### config.mk
export PLATFORM = sky130hd
export DESIGN_NAME = tune_mute_volume_envelope
export DESIGN_NICKNAME = d
export VERILOG_FILES = /design/src/sv/tmve_pkg.sv /design/src/sv/tmve_queue.sv /design/src/sv/tmve_front.sv /design/src/sv/tmve_back.sv /design/src/sv/tune_mute_volume_envelope.sv
export SDC_FILE = /design/constraint.sdc
export NUM_CORES = 1
export LEC_CHECK = 0
export BUFFER_PORTS_ARGS = -buffer_cell sky130_fd_sc_hd__buf_4
export CORE_AREA = 4 4 167 330
export DETAILED_ROUTE_END_ITERATION = 8
export DIE_AREA = 0 0 171 334
export PLACE_DENSITY = 0.61
export SYNTH_ARGS = -nofsm -noshare
export SYNTH_HDL_FRONTEND = slang
export SYNTH_SLANG_ARGS = --single-unit
### constraint.sdc
create_clock -name clk -period 9.41 [get_ports clk]
set_input_delay 0.4705 -clock clk [delete_from_list [all_inputs] [get_ports clk]]
set_output_delay 0.4705 -clock clk [all_outputs]
set_load 0.02 [all_outputs]
### src/sv/tmve_pkg.sv
package tmve_pkg;

    // input item action codes
    localparam logic [1:0] ACT_TICK   = 2'd0;
    localparam logic [1:0] ACT_MOVE   = 2'd1;
    localparam logic [1:0] ACT_STATUS = 2'd2;
    localparam logic [1:0] ACT_TARGET = 2'd3;

    // result command codes
    localparam logic [1:0] CMD_NONE = 2'd0;
    localparam logic [1:0] CMD_VOL  = 2'd1;
    localparam logic [1:0] CMD_MUTE = 2'd2;

    // configuration register indexes
    localparam logic [2:0] CFG_DWELL      = 3'd0;
    localparam logic [2:0] CFG_DWELL_FM   = 3'd1;
    localparam logic [2:0] CFG_PRECHARGE  = 3'd2;
    localparam logic [2:0] CFG_BLOOM      = 3'd3;
    localparam logic [2:0] CFG_MIN_VOLUME = 3'd4;
    localparam logic [2:0] CFG_MAX_VOLUME = 3'd5;
    localparam logic [2:0] CFG_SOFT_DROP  = 3'd6;

    localparam int CFG_ADDR_W = 3;
    localparam int CFG_DATA_W = 16;
    localparam int VOL_W      = 6;
    localparam int MAX_RESULTS = 3;

    // configuration reset values
    localparam logic [15:0] RST_DWELL      = 16'd100;
    localparam logic [15:0] RST_DWELL_FM   = 16'd200;
    localparam logic [9:0]  RST_PRECHARGE  = 10'd10;
    localparam logic [9:0]  RST_BLOOM      = 10'd150;
    localparam logic [5:0]  RST_MIN_VOLUME = 6'd2;
    localparam logic [5:0]  RST_MAX_VOLUME = 6'd63;
    localparam logic        RST_SOFT_DROP  = 1'b1;
    localparam logic [5:0]  RST_LEVEL      = 6'd63;

    // defaults for top level parameters
    localparam int DEF_RAMP_TABLE_DEPTH = 150;
    localparam int DEF_TIME_BITS        = 32;
    localparam int DEF_QUEUE_DEPTH      = 4;

    localparam int RAMP_ROM_ENTRIES = 150;

    // sigmoid bloom curve
    localparam logic [5:0] RAMP_ROM [RAMP_ROM_ENTRIES] = '{
        6'd1,  6'd2,  6'd2,  6'd2,  6'd2,  6'd2,  6'd2,  6'd2,  6'd2,  6'd2,
        6'd2,  6'd2,  6'd3,  6'd3,  6'd3,  6'd3,  6'd3,  6'd3,  6'd3,  6'd4,
        6'd4,  6'd4,  6'd4,  6'd4,  6'd5,  6'd5,  6'd5,  6'd5,  6'd5,  6'd6,
        6'd6,  6'd6,  6'd7,  6'd7,  6'd7,  6'd8,  6'd8,  6'd8,  6'd9,  6'd9,
        6'd9,  6'd10, 6'd10, 6'd11, 6'd11, 6'd11, 6'd12, 6'd12, 6'd13, 6'd13,
        6'd14, 6'd15, 6'd15, 6'd16, 6'd16, 6'd17, 6'd18, 6'd18, 6'd19, 6'd20,
        6'd20, 6'd21, 6'd22, 6'd22, 6'd23, 6'd24, 6'd25, 6'd25, 6'd26, 6'd27,
        6'd28, 6'd28, 6'd29, 6'd30, 6'd31, 6'd32, 6'd32, 6'd33, 6'd34, 6'd35,
        6'd35, 6'd36, 6'd37, 6'd38, 6'd38, 6'd39, 6'd40, 6'd41, 6'd41, 6'd42,
        6'd43, 6'd43, 6'd44, 6'd45, 6'd45, 6'd46, 6'd47, 6'd47, 6'd48, 6'd48,
        6'd49, 6'd50, 6'd50, 6'd51, 6'd51, 6'd52, 6'd52, 6'd52, 6'd53, 6'd53,
        6'd54, 6'd54, 6'd54, 6'd55, 6'd55, 6'd55, 6'd56, 6'd56, 6'd56, 6'd57,
        6'd57, 6'd57, 6'd58, 6'd58, 6'd58, 6'd58, 6'd58, 6'd59, 6'd59, 6'd59,
        6'd59, 6'd59, 6'd60, 6'd60, 6'd60, 6'd60, 6'd60, 6'd60, 6'd60, 6'd61,
        6'd61, 6'd61, 6'd61, 6'd61, 6'd61, 6'd61, 6'd61, 6'd61, 6'd62, 6'd63
    };

    // one classified item: up to three commands plus the status after it
    typedef struct packed {
        logic [1:0]                               last_k;
        logic [MAX_RESULTS-1:0][1:0]              kind;
        logic [MAX_RESULTS-1:0][VOL_W-1:0]        value;
        logic [VOL_W-1:0]                         present;
        logic                                     busy;
        logic                                     owns;
    } job_t;

endpackage

### src/sv/tmve_queue.sv
module tmve_queue #(
    parameter int DEPTH = tmve_pkg::DEF_QUEUE_DEPTH
) (
    input  logic          clk,
    input  logic          rst_n,
    input  logic          push,
    input  tmve_pkg::job_t push_job,
    output logic          full,
    input  logic          pop,
    output tmve_pkg::job_t head_job,
    output logic          empty
);
    import tmve_pkg::*;

    localparam int PTR_W = (DEPTH > 1) ? $clog2(DEPTH) : 1;
    localparam int CNT_W = $clog2(DEPTH + 1);

    job_t             slot_reg [DEPTH];
    logic [PTR_W-1:0] wr_ptr_reg;
    logic [PTR_W-1:0] rd_ptr_reg;
    logic [CNT_W-1:0] count_reg;
    logic [PTR_W-1:0] wr_ptr_next;
    logic [PTR_W-1:0] rd_ptr_next;
    logic [CNT_W-1:0] count_next;
    logic             do_push;
    logic             do_pop;

    assign full     = (count_reg == CNT_W'(DEPTH));
    assign empty    = (count_reg == '0);
    assign head_job = slot_reg[rd_ptr_reg];
    assign do_push  = push && !full;
    assign do_pop   = pop && !empty;

    always_comb
    begin
        wr_ptr_next = wr_ptr_reg;
        rd_ptr_next = rd_ptr_reg;
        count_next  = count_reg;
        if (do_push)
        begin
            wr_ptr_next = (wr_ptr_reg == PTR_W'(DEPTH - 1)) ? '0 : wr_ptr_reg + PTR_W'(1);
        end
        if (do_pop)
        begin
            rd_ptr_next = (rd_ptr_reg == PTR_W'(DEPTH - 1)) ? '0 : rd_ptr_reg + PTR_W'(1);
        end
        if (do_push && !do_pop)
        begin
            count_next = count_reg + CNT_W'(1);
        end
        else if (do_pop && !do_push)
        begin
            count_next = count_reg - CNT_W'(1);
        end
    end

    always_ff @(posedge clk or negedge rst_n)
    begin
        if (!rst_n)
        begin
            wr_ptr_reg <= '0;
            rd_ptr_reg <= '0;
            count_reg  <= '0;
        end
        else
        begin
            wr_ptr_reg <= wr_ptr_next;
            rd_ptr_reg <= rd_ptr_next;
            count_reg  <= count_next;
        end
    end

    always_ff @(posedge clk)
    begin
        if (do_push)
        begin
            slot_reg[wr_ptr_reg] <= push_job;
        end
    end

endmodule

### src/sv/tmve_front.sv
module tmve_front #(
    parameter int RAMP_TABLE_DEPTH = tmve_pkg::DEF_RAMP_TABLE_DEPTH,
    parameter int TIME_BITS        = tmve_pkg::DEF_TIME_BITS
) (
    input  logic                              clk,
    input  logic                              rst_n,
    input  logic                              cfg_wr_en,
    input  logic [tmve_pkg::CFG_ADDR_W-1:0]   cfg_addr,
    input  logic [tmve_pkg::CFG_DATA_W-1:0]   cfg_wdata,
    input  logic                              in_valid,
    output logic                              in_ready,
    input  logic [15:0]                       in_data,
    input  logic                              q_full,
    output logic                              q_push,
    output tmve_pkg::job_t                    q_job
);
    import tmve_pkg::*;

    localparam int ROM_LEN  = (RAMP_TABLE_DEPTH < RAMP_ROM_ENTRIES) ?
                              RAMP_TABLE_DEPTH : RAMP_ROM_ENTRIES;
    localparam int LAST_IDX = ROM_LEN - 1;
    localparam int IDX_W    = $clog2(ROM_LEN);

    localparam logic [1:0] ST_EMPTY = 2'd0;
    localparam logic [1:0] ST_EVAL  = 2'd1;
    localparam logic [1:0] ST_APPLY = 2'd2;

    localparam logic [1:0] PH_IDLE  = 2'd0;
    localparam logic [1:0] PH_DROP  = 2'd1;
    localparam logic [1:0] PH_DWELL = 2'd2;
    localparam logic [1:0] PH_BLOOM = 2'd3;

    // configuration
    logic [15:0] dwell_reg;
    logic [15:0] dwell_fm_reg;
    logic [9:0]  precharge_reg;
    logic [9:0]  bloom_reg;
    logic [5:0]  min_vol_reg;
    logic [5:0]  max_vol_reg;
    logic        soft_drop_reg;

    // sequencer and held item
    logic [1:0]  step_reg;
    logic [1:0]  step_next;
    logic [1:0]  it_action_reg;
    logic        it_active_reg;
    logic        it_muted_reg;
    logic        it_fm_reg;
    logic [7:0]  it_volume_reg;

    // envelope state
    logic [1:0]           phase_reg, phase_next;
    logic [TIME_BITS-1:0] now_reg, now_next;
    logic [TIME_BITS-1:0] move_reg, move_next;
    logic [TIME_BITS-1:0] ramp_reg, ramp_next;
    logic [5:0]           target_reg, target_next;
    logic [5:0]           held_reg, held_next;
    logic                 unmuted_reg, unmuted_next;
    logic                 active_reg, active_next;
    logic                 muted_reg, muted_next;
    logic                 fm_reg, fm_next;

    // timing decisions from the eval step
    logic             ev_dwell_done_reg;
    logic             ev_ramp_end_reg;
    logic             ev_ramp_pre_reg;
    logic [IDX_W-1:0] ev_idx_reg;

    logic                 take;
    logic                 apply_go;
    logic [TIME_BITS-1:0] el_dwell;
    logic [TIME_BITS-1:0] el_ramp;
    logic [TIME_BITS-1:0] el_curve;
    logic [10:0]          ramp_total;
    logic [15:0]          dwell_sel;
    logic [5:0]           lut;
    logic [5:0]           lut_floor;
    logic [5:0]           goal;
    logic [11:0]          prod;
    logic [5:0]           quot;
    logic [6:0]           rem_sum;
    logic [5:0]           bloom_vol;
    job_t                 job;

    assign apply_go = (step_reg == ST_APPLY) && !q_full;
    assign in_ready = (step_reg == ST_EMPTY) || apply_go;
    assign take     = in_valid && in_ready;
    assign q_push   = apply_go;
    assign q_job    = job;

    always_comb
    begin
        case (step_reg)
            ST_EMPTY: step_next = take ? ST_EVAL : ST_EMPTY;
            ST_EVAL:  step_next = ST_APPLY;
            ST_APPLY: step_next = take ? ST_EVAL : (apply_go ? ST_EMPTY : ST_APPLY);
            default:  step_next = ST_EMPTY;
        endcase
    end

    // tick advances time when taken, the envelope step sees the new time
    assign now_next = (take && (in_data[1:0] == ACT_TICK)) ? now_reg + TIME_BITS'(1) : now_reg;

    // eval step: wrapping elapsed times and their compares
    assign dwell_sel  = fm_reg ? dwell_fm_reg : dwell_reg;
    assign ramp_total = {1'b0, precharge_reg} + {1'b0, bloom_reg};
    assign el_dwell   = now_reg - move_reg;
    assign el_ramp    = now_reg - ramp_reg;
    assign el_curve   = now_reg - ramp_reg - TIME_BITS'(precharge_reg);

    // apply step: curve value, floored and scaled by goal/63
    assign lut       = RAMP_ROM[8'(ev_idx_reg)];
    assign lut_floor = (lut < min_vol_reg) ? min_vol_reg : lut;
    assign goal      = muted_reg ? 6'd0 : target_reg;
    assign prod      = 12'(lut_floor) * 12'(goal);
    // x/63 = x/64 plus one when the remainder plus x/64 reaches 63
    assign quot      = prod[11:6];
    assign rem_sum   = {1'b0, prod[5:0]} + {1'b0, quot};
    assign bloom_vol = quot + 6'(rem_sum >= 7'd63);

    always_comb
    begin
        phase_next   = phase_reg;
        move_next    = move_reg;
        ramp_next    = ramp_reg;
        target_next  = target_reg;
        held_next    = held_reg;
        unmuted_next = unmuted_reg;
        active_next  = active_reg;
        muted_next   = muted_reg;
        fm_next      = fm_reg;
        job.last_k   = 2'd0;
        job.kind     = {MAX_RESULTS{CMD_NONE}};
        job.value    = '0;

        case (it_action_reg)
            ACT_TICK:
            begin
                if (active_reg)
                begin
                    case (phase_reg)
                        PH_IDLE:
                        begin
                            held_next = target_reg;
                        end
                        PH_DROP:
                        begin
                            phase_next = PH_DWELL;
                        end
                        PH_DWELL:
                        begin
                            if (ev_dwell_done_reg)
                            begin
                                phase_next   = PH_BLOOM;
                                ramp_next    = now_reg;
                                unmuted_next = 1'b0;
                            end
                        end
                        default:
                        begin
                            if (ev_ramp_end_reg)
                            begin
                                phase_next    = PH_IDLE;
                                held_next     = goal;
                                job.kind[0]   = CMD_VOL;
                                job.value[0]  = goal;
                            end
                            else if (ev_ramp_pre_reg)
                            begin
                                held_next     = 6'd1;
                                job.kind[0]   = CMD_VOL;
                                job.value[0]  = 6'd1;
                            end
                            else
                            begin
                                held_next = bloom_vol;
                                if (!unmuted_reg)
                                begin
                                    unmuted_next  = 1'b1;
                                    job.kind[0]   = CMD_MUTE;
                                    job.value[0]  = 6'd0;
                                    job.kind[1]   = CMD_VOL;
                                    job.value[1]  = bloom_vol;
                                    job.last_k    = 2'd1;
                                end
                                else
                                begin
                                    job.kind[0]   = CMD_VOL;
                                    job.value[0]  = bloom_vol;
                                end
                            end
                        end
                    endcase
                end
            end
            ACT_MOVE:
            begin
                move_next  = now_reg;
                phase_next = PH_DROP;
                if (soft_drop_reg)
                begin
                    job.kind[0]  = CMD_VOL;
                    job.value[0] = {1'b0, held_reg[5:1]};
                    job.kind[1]  = CMD_VOL;
                    job.value[1] = 6'd0;
                    job.kind[2]  = CMD_MUTE;
                    job.value[2] = 6'd1;
                    job.last_k   = 2'd2;
                end
                else
                begin
                    job.kind[0]  = CMD_MUTE;
                    job.value[0] = 6'd1;
                end
            end
            ACT_STATUS:
            begin
                active_next = it_active_reg;
                muted_next  = it_muted_reg;
                fm_next     = it_fm_reg;
                // leaving the allowed mode mid-envelope
                if (!it_active_reg && (phase_reg != PH_IDLE))
                begin
                    phase_next   = PH_IDLE;
                    held_next    = target_reg;
                    job.kind[0]  = CMD_MUTE;
                    job.value[0] = 6'd0;
                    job.kind[1]  = CMD_VOL;
                    job.value[1] = target_reg;
                    job.last_k   = 2'd1;
                end
            end
            default:
            begin
                target_next = (it_volume_reg > {2'b00, max_vol_reg}) ?
                              max_vol_reg : it_volume_reg[5:0];
            end
        endcase

        job.present = held_next;
        job.busy    = (phase_next != PH_IDLE);
        job.owns    = (phase_next == PH_DWELL) || (phase_next == PH_BLOOM);
    end

    always_ff @(posedge clk or negedge rst_n)
    begin
        if (!rst_n)
        begin
            dwell_reg     <= RST_DWELL;
            dwell_fm_reg  <= RST_DWELL_FM;
            precharge_reg <= RST_PRECHARGE;
            bloom_reg     <= RST_BLOOM;
            min_vol_reg   <= RST_MIN_VOLUME;
            max_vol_reg   <= RST_MAX_VOLUME;
            soft_drop_reg <= RST_SOFT_DROP;
        end
        else if (cfg_wr_en)
        begin
            case (cfg_addr)
                CFG_DWELL:      dwell_reg     <= cfg_wdata;
                CFG_DWELL_FM:   dwell_fm_reg  <= cfg_wdata;
                CFG_PRECHARGE:  precharge_reg <= cfg_wdata[9:0];
                CFG_BLOOM:      bloom_reg     <= cfg_wdata[9:0];
                CFG_MIN_VOLUME: min_vol_reg   <= cfg_wdata[5:0];
                CFG_MAX_VOLUME: max_vol_reg   <= cfg_wdata[5:0];
                CFG_SOFT_DROP:  soft_drop_reg <= cfg_wdata[0];
                default:        ;
            endcase
        end
    end

    always_ff @(posedge clk or negedge rst_n)
    begin
        if (!rst_n)
        begin
            step_reg    <= ST_EMPTY;
            phase_reg   <= PH_IDLE;
            now_reg     <= '0;
            move_reg    <= '0;
            ramp_reg    <= '0;
            target_reg  <= RST_LEVEL;
            held_reg    <= RST_LEVEL;
            unmuted_reg <= 1'b0;
            active_reg  <= 1'b0;
            muted_reg   <= 1'b0;
            fm_reg      <= 1'b0;
        end
        else
        begin
            step_reg <= step_next;
            now_reg  <= now_next;
            if (apply_go)
            begin
                phase_reg   <= phase_next;
                move_reg    <= move_next;
                ramp_reg    <= ramp_next;
                target_reg  <= target_next;
                held_reg    <= held_next;
                unmuted_reg <= unmuted_next;
                active_reg  <= active_next;
                muted_reg   <= muted_next;
                fm_reg      <= fm_next;
            end
        end
    end

    always_ff @(posedge clk)
    begin
        if (take)
        begin
            it_action_reg <= in_data[1:0];
            it_active_reg <= in_data[2];
            it_muted_reg  <= in_data[3];
            it_fm_reg     <= in_data[4];
            it_volume_reg <= in_data[12:5];
        end
        if (step_reg == ST_EVAL)
        begin
            ev_dwell_done_reg <= (el_dwell >= TIME_BITS'(dwell_sel));
            ev_ramp_end_reg   <= (el_ramp >= TIME_BITS'(ramp_total));
            ev_ramp_pre_reg   <= (el_ramp < TIME_BITS'(precharge_reg));
            ev_idx_reg        <= (el_curve < TIME_BITS'(LAST_IDX)) ?
                                 el_curve[IDX_W-1:0] : IDX_W'(LAST_IDX);
        end
    end

endmodule

### src/sv/tmve_back.sv
module tmve_back (
    input  logic           clk,
    input  logic           rst_n,
    input  tmve_pkg::job_t head_job,
    input  logic           empty,
    output logic           pop,
    output logic           out_valid,
    input  logic           out_ready,
    output logic [15:0]    out_data,
    output logic           out_last
);
    import tmve_pkg::*;

    logic [1:0] k_reg;
    logic [1:0] k_next;
    logic       fire;

    assign out_valid = !empty;
    assign fire      = out_valid && out_ready;
    assign out_last  = (k_reg == head_job.last_k);
    assign pop       = fire && out_last;
    assign out_data  = {head_job.owns, head_job.busy, head_job.present,
                        head_job.value[k_reg], head_job.kind[k_reg]};

    always_comb
    begin
        k_next = k_reg;
        if (fire)
        begin
            k_next = out_last ? 2'd0 : k_reg + 2'd1;
        end
    end

    always_ff @(posedge clk or negedge rst_n)
    begin
        if (!rst_n)
        begin
            k_reg <= 2'd0;
        end
        else
        begin
            k_reg <= k_next;
        end
    end

endmodule

### src/sv/tune_mute_volume_envelope.sv
// channel   direction  payload                                              handshake
// s_axis    in         tdata: action, path_active, user_muted, is_fm,       tvalid/tready
//                      new_volume
// m_axis    out        tdata: command, command_value, present_volume,       tvalid/tready
//                      envelope_busy, owns_volume; tlast: last
// cfg       in         cfg_addr register index, cfg_wdata value             cfg_wr_en
//
// the front handles each item in an eval step (timing compares), then an apply step; the next item
// is taken in the apply step, so the front takes a new item while it hands the last one to the queue
// the back sends one result per cycle while m_axis_tready is high, one to three per item
// reset is asynchronous; envelope state, configuration and queue pointers reach their reset values at once
// a stalled m_axis fills the job queue, then the front holds its apply step and drops tready
module tune_mute_volume_envelope #(
    parameter int RAMP_TABLE_DEPTH = tmve_pkg::DEF_RAMP_TABLE_DEPTH,
    parameter int TIME_BITS        = tmve_pkg::DEF_TIME_BITS,
    parameter int QUEUE_DEPTH      = tmve_pkg::DEF_QUEUE_DEPTH
) (
    input  logic                            clk,
    input  logic                            rst_n,
    // configuration write port
    input  logic                            cfg_wr_en,
    input  logic [tmve_pkg::CFG_ADDR_W-1:0] cfg_addr,
    input  logic [tmve_pkg::CFG_DATA_W-1:0] cfg_wdata,
    // input items
    input  logic                            s_axis_tvalid,
    output logic                            s_axis_tready,
    // [1:0] action, [2] path_active, [3] user_muted, [4] is_fm, [12:5] new_volume
    input  logic [15:0]                     s_axis_tdata,
    // result items
    output logic                            m_axis_tvalid,
    input  logic                            m_axis_tready,
    // [1:0] command, [7:2] command_value, [13:8] present_volume,
    // [14] envelope_busy, [15] owns_volume
    output logic [15:0]                     m_axis_tdata,
    output logic                            m_axis_tlast
);
    import tmve_pkg::*;

    // front to queue
    logic q_full;
    logic q_push;
    job_t q_job;

    // queue to back
    job_t head_job;
    logic q_empty;
    logic q_pop;

    // front: holds the envelope state, classifies each item into a job
    tmve_front #(
        .RAMP_TABLE_DEPTH (RAMP_TABLE_DEPTH),
        .TIME_BITS        (TIME_BITS)
    ) u_front (
        .clk       (clk),
        .rst_n     (rst_n),
        .cfg_wr_en (cfg_wr_en),
        .cfg_addr  (cfg_addr),
        .cfg_wdata (cfg_wdata),
        .in_valid  (s_axis_tvalid),
        .in_ready  (s_axis_tready),
        .in_data   (s_axis_tdata),
        .q_full    (q_full),
        .q_push    (q_push),
        .q_job     (q_job)
    );

    // short job queue lets the front run ahead of a stalled output
    tmve_queue #(
        .DEPTH (QUEUE_DEPTH)
    ) u_queue (
        .clk      (clk),
        .rst_n    (rst_n),
        .push     (q_push),
        .push_job (q_job),
        .full     (q_full),
        .pop      (q_pop),
        .head_job (head_job),
        .empty    (q_empty)
    );

    // back: plays out the commands of each job, one result item per cycle while m_axis_tready is high
    tmve_back u_back (
        .clk       (clk),
        .rst_n     (rst_n),
        .head_job  (head_job),
        .empty     (q_empty),
        .pop       (q_pop),
        .out_valid (m_axis_tvalid),
        .out_ready (m_axis_tready),
        .out_data  (m_axis_tdata),
        .out_last  (m_axis_tlast)
    );

endmodule

Word-level counts from Yosys, hierarchy flattened
Memory sizes are Yosys's and may differ from the RTL's.
Index checks and enable logic that the tools add are counted.
Storage, ports and cells
  register bits: 214
  bits in writable memories: 136
  memory bits (read-only): 1536
  output and inout port bits: 19
  memories kept: 2
Memories
  (no name shown): words 256, width 6, read ports 1, clocked after memory_dff 0, wr ports 0, RTL line tmve_front.sv:112  | assign lut = RAMP_ROM[8'(ev_idx_reg)];
  u_queue.slot_reg: words 4, width 34, read ports 1, clocked after memory_dff 0, wr ports 1, RTL line tmve_queue.sv:18  | job_t slot_reg [DEPTH];
Operators by class
  add/sub/neg operators: 12
  multiply operators: 1
  $lt $le $gt $ge: 9
  eq/ne operators: 21
  multiplexer cells: 67
  bitwise operators: 3
  reductions and logical operators: 42
Operator list (count)
  2-to-1 mux 6 bit: 18
  subtractor 32 bit: 2
  2-to-1 mux 2 bit: 19
  2-to-1 mux 12 bit: 3
  case mux 12 bit (3 select lines): 1
  adder 32 x 1 -> 32 bit (second input constant): 1
  >= comparator 32 x 11 -> 1 bit: 1
  >= comparator 32 x 16 -> 1 bit: 1
  less-than comparator 32 x 10 -> 1 bit: 1
  less-than comparator 32 x 8 -> 1 bit (second input constant): 1
  subtractor 32 x 10 -> 32 bit: 1
  case mux 2 bit (3 select lines): 4
  case mux 6 bit (2 select lines): 2
  AND reduction 2 bit: 10
  2-to-1 mux 16 bit: 1
  == test 2 bit (second input constant): 7
  binary-select mux 6 bit (select 2 bit): 1
  == test 3 bit (second input constant): 4
  multiplier 6 x 6 -> 12 bit: 1
  case mux 4 bit (3 select lines): 1
  adder 10 x 10 -> 11 bit: 1
  logical AND 1 bit: 10
  >= comparator 9 bit (second input constant): 1
  2-to-1 mux 3 bit: 3
  other kinds (32): 60

Logic depth before layout (Yosys ltp)
  depth in word-level cells: 16
  depth in mapped cells: 44
  gate-level depth less buffers: 43

By module
A second synthesis with hierarchy kept.
Unflattened totals
  cell total of the unflattened synthesis: 2155
  area total of the unflattened synthesis: 22424.0 sq um
Modules (own cells, without submodules)
  tmve_front: instances 1, cells each 1888, area an instance 16703.5 sq um, seq. area each 5290.1 sq um
  tmve_queue: instances 1, cells each 215, area an instance 5346.4 sq um, seq. area each 4259.1 sq um
  tmve_back: instances 1, cells each 52, area an instance 374.1 sq um, seq. area each 50.0 sq um

Least setup slack after synthesis
No wires, ideal clock.
  path type: reg-to-reg
  start: reg u_front.ev_idx_reg[1]
  end: mem u_queue.slot_reg[0][7] (netlist name) (data pin)
  library setup time: 0.286 ns
  arrival: 8.365 ns
  required time: 9.124 ns
  path slack: 0.759 ns
  cell stages (with the launch flop): 42
  buffers on the path: 1
  period minus slack after synthesis: 8.651 ns
  path through: edfxtp_1 clkbuf_1 inv_1 ha_1 inv_1 nor2_1 a211o_1 a221oi_1 a21oi_1 a211oi_1 a21oi_1 ha_1 a2111oi_0 o21ai_1 o21ai_1 mux2i_1 nor2_1 fa_1 (+6 left out) o21ai_0 a21oi_1 o31a_1 o21ai_0 nand2b_1 xnor2_1 ha_1 nor2_1 a21oi_1 o2111ai_1 o21ai_0 ha_1 and3_1 nand3_1 xor2_1 nor3_1 o41ai_1 nand2_1
RTL lines
  from (decl): RTL line tmve_front.sv:67  | logic [IDX_W-1:0] ev_idx_reg;
  from (signal assigned): RTL line tmve_front.sv:322  | ev_idx_reg <= (el_curve < TIME_BITS'(LAST_IDX)) ?
  to (decl): RTL line tmve_queue.sv:18

==> results by stage <==
Status:
- The flow ran to the end, and the final reports show no timing, DRC or antenna violations.

Cells and area:
- The flip-flop and latch area is 8640 um2.
- The proportion of layout cells with a drive suffix above 1 is 14.0%.
- The share of the core filled with cells in the final layout is 44.0%.
- The net count of the finished layout is 2368.
- 0 antenna diodes ended up in the layout.
- The flip-flop count of the largest register after layout is 104.
- Compared with the post-synthesis result, the final layout area differs by 11.6%.
- In the final layout, the multi-input gates occupy 11300 um2.
- The layout has 5106 filler cells.

Pwr:
- Summed over all cells, the static leakage comes to 0.0101 uW.
- Combinational logic burns 62.6% of the power.
- The switching power is 3750 uW.
- The clock network is responsible for 15.0% of the overall power.
- The total power density per cell area is 368 nW/um2.
- The sequential cell fraction of total power is 22.4%.
- The worst-case IR drop observed on VDD is 0.432 mV.
- The internal power is 4780 uW.
- In this run switching power makes up 44.0% of total power.

Worst setup path:
- The worst path required time is 9.71 ns.
- The kind of end point of the critical path is a flip-flop.
- The highest net fanout along the worst path is 18.
- The startpoint of the lowest-slack register-to-register path is u_front.ev_idx_reg[3]$_SDFFCE_PP0N_.
- The delay contributed by the slowest stage of the critical path is 0.69 ns.
- In this run the critical register-to-register path is captured at u_queue.slot_reg[3][3]$_DFFE_PP_.
- The critical path is of the reg -> reg type.
- The slowest cell on the critical path is edfxtp_1.
- The startpoint type of the worst setup path is a flip-flop.
- The worst register-to-register path has a setup slack of 0.48 ns.
- At the worst endpoint, the arrival time is 9.24 ns.
- Measured in cells, the most critical reg-to-reg path has a length of 35.

Yosys:
- The commonest cells after synthesis are nand2_1 (201), inv_1 (174), ha_1 (169).
- The cell area that synthesis handed to floorplanning was 20800 um2.
- The biggest area contributor in the post-synthesis netlist is dfrtp_1.
- By area the synthesized netlist is led by dfrtp_1 (19%), edfxtp_1 (19%), ha_1 (10%), dfstp_2 (4.0%), o21ai_0 (3.8%).
- The net count of the mapped netlist is 2309.
- Counting flops with an async set or reset pin after synthesis yields a share of 59.7%.
- The distinct cell type count after synthesis is 79.
- The synthesized design contains 128 enable-type register cells.
- The Yosys step of the flow raised 0 warnings.
- The portion of the post-synthesis area used by sequential elements is 41.6%.
- The most frequently used flop master after synthesis is dfrtp_1.
- The synthesized design contains 318 register bits.
- The synthesized design devotes to its leading area cell type 19.0% of total area.
- In the synthesized netlist, the number of instances is 2077.
- The average instance in the mapped netlist occupies 10.0 um2.
- The most frequent cell after synthesis is nand2_1.

Run:
- The tool flagged a number of max-cap violations equal to 0.

Die:
- The height of the die is 334 um.
- The die covers 57100 um2.
- The starting utilization of the core area is 39.4%.
- The total number of placement rows is 119.
- The area of the core is 52700 um2.
- The boundary pin count is 59.
- From left edge to right edge, the die measures 171 um.

Detailed routing:
- Dividing the detail-routed via count by the number of cells gives 5.56.
- The via total after detailed routing is 15700.
- The average routed wire per standard cell is 19.6 um.
- The number of nets with antenna violations after routing is 0.
- The number of design rule violations left after detail routing is 0.
- The violation count after the first detailed-routing iteration is 788.
- After detailed routing, the total wire length is 55.4 mm.
- The first TritonRoute pass finished after 5 iterations.

STA:
- In the finished design, the share of the clock period the worst path needs comes to 94.9%.
- The final count of hold timing violations is 0.
- The maximum clock frequency is 112 MHz.
- The post-route setup TNS is 0 ns.
- The final count of pins violating max slew is 0.
- Setup repair after global routing left no endpoint under its margin.
- Setup violations remaining at the end of the flow were counted as 0.
- The worst slew margin relative to its limit is 14.2%.
- The minimum clock period is 8.93 ns.
- The actual slew at the worst max-slew pin is 1.25 ns.
- On the final layout, the worst clock skew is 0.0275 ns.

Placement:
- At the end of routability-driven placement, the weighted congestion stood at 0.962.
- In this run the tool buffered the top-level ports with 55 buffer cells.
- After legalization and detailed placement, the total HPWL measured 43.4 mm.

Clock tree:
- CTS saw 318 sinks.
- The clock transition at the registers of the reported paths is 0.07 ns.
- In this run the clock root is driven by a clkbuf_16.
- The number of clock buffers added by TritonCTS is 30.
- In this run the number of H-tree levels came out at 1.
- The clock passes through at most 3 buffers.
- TritonCTS built the clock tree.
- At the later pin of the worst-skew pair, clock insertion delay measures 0.60 ns.

Global routing:
- The number of antenna violations at the first check in global routing came to 1.
- The largest net degree at the start of global routing is 87.
- The first-pass GRT wire length is 87.0 mm.
- The number of global-route vias before repair is 16300.
- The total global routing track utilization is 19.1%.
- The total congestion overflow after global routing is 0.

Hold path:
- The worst hold path begins at s_axis_tvalid.
- The number of cells on the worst hold path is 2.
- The capture endpoint of the worst hold path is u_front.step_reg[0]$_DFF_PN0_.
- The kind of path behind the tightest hold check is in -> reg.
[worst max-delay path by stage]
stage	to	slack [ns]	startpoint
final	u_queue.slot_reg[3][3]$_DFFE_PP_	0.48	u_front.ev_idx_reg[3]$_SDFFCE_PP0N_
after global routing	u_queue.slot_reg[2][7]$_DFFE_PP_	0.004	u_front.ev_idx_reg[0]$_SDFFCE_PP1N_
after CTS	u_queue.slot_reg[0][7]$_DFFE_PP_	0.15	u_front.ev_idx_reg[0]$_SDFFCE_PP1N_
after detailed placement	u_queue.slot_reg[2][7]$_DFFE_PP_	0.14	u_front.ev_idx_reg[0]$_SDFFCE_PP1N_
after global placement	u_queue.slot_reg[0][7]$_DFFE_PP_	0.24	u_front.ev_idx_reg[0]$_SDFFCE_PP1N_
after floorplan	u_queue.slot_reg[0][7]$_DFFE_PP_	0.76	u_front.ev_idx_reg[1]$_SDFFCE_PP0N_
[layout by cell type, fill, tap and decap left out, types with 46 or more instances in the layout]
cell type	n
a21oi_1	118
xnor2_1	63
xor2_1	46
inv_1	173
dfrtp_1	157
mux2_2	65
nor2_1	139
o21ai_0	155
edfxtp_1	128
buf_4	91
ha_1	169
nand2_1	201
[what timing repair did]
action,in CTS,in global routing
hold endpoints to repair,74,0
resized for setup,0,13
endpoints found under the setup margin,0,66
hold buffers,1,0
buffers inserted,0,4
[worst max-delay path: cells and delay by family (launching register included)]
| family | cells | cell delay, ns |
|---|---|---|
| flip-flops | 1 | 0.69 |
| buffers and inverters | 2 | 0.35 |
| multiplexers | 1 | 0.30 |
| AND/OR/NAND/NOR | 6 | 0.81 |
| AO/OA/AOI/OAI | 17 | 3.23 |
| adder cells (fa/ha/maj) | 8 | 2.98 |
| XOR/XNOR | 1 | 0.28 |
[through the flow]
step	worst slack (ns)	hold slack (ns)	power, uW	instance area, um2	instances
2_1_floorplan	0.759	0.175	5710	20800	2077
3_3_place_gp	0.239	0.463	7180	22000	2764
3_5_place_dp	0.140	0.472	7280	22000	2764
4_1_cts	0.154	0.0517	8600	23100	2821
5_1_grt	0.00360	0.0533	9280	23200	2825
6_report	0.476	0.0866	8530	23200	2825
[layout make-up]
cell class	count	share of cell area, %
Clock buffer	32	3.27
Clock inverter	24	1.22
Inverter	174	2.82
Multi-Input combinational cell	1519	48.8
Sequential cell	318	37.3
Tap cell	665	3.59
Timing Repair Buffer	93	3.05
[power groups by stage]
| stage | clock, uW | sequential, uW | combinational (uW) |
|---|---|---|---|
| finish | 1280 | 1910 | 5340 |
| global route | 1370 | 1930 | 5980 |
| CTS | 1310 | 1910 | 5380 |
| detailed placement | 0 | 1940 | 5350 |
| global placement | 0 | 1920 | 5250 |
| floorplan | 0 | 1840 | 3870 |
[cells by family after synthesis]
kind of cell / count (synthesis) / share of synthesized area (%)
mux: 130 / 8.28
fa+ha+maj: 192 / 12.4
flops: 318 / 41.6
compound gates: 498 / 15.0
buf+inv: 240 / 4.36
simple gates: 589 / 13.8
xor+xnor: 110 / 4.64
[routing by layer]
metal,up-vias,wire (um),GRT usage (%)
li1,7533,-,-
met1,7710,19200,18.9
met2,337,31200,38.3
met3,138,1570,1.63
met4,2,3350,9.90
met5,-,20,0
No activity file was read; power rests on OpenSTA's default activity.
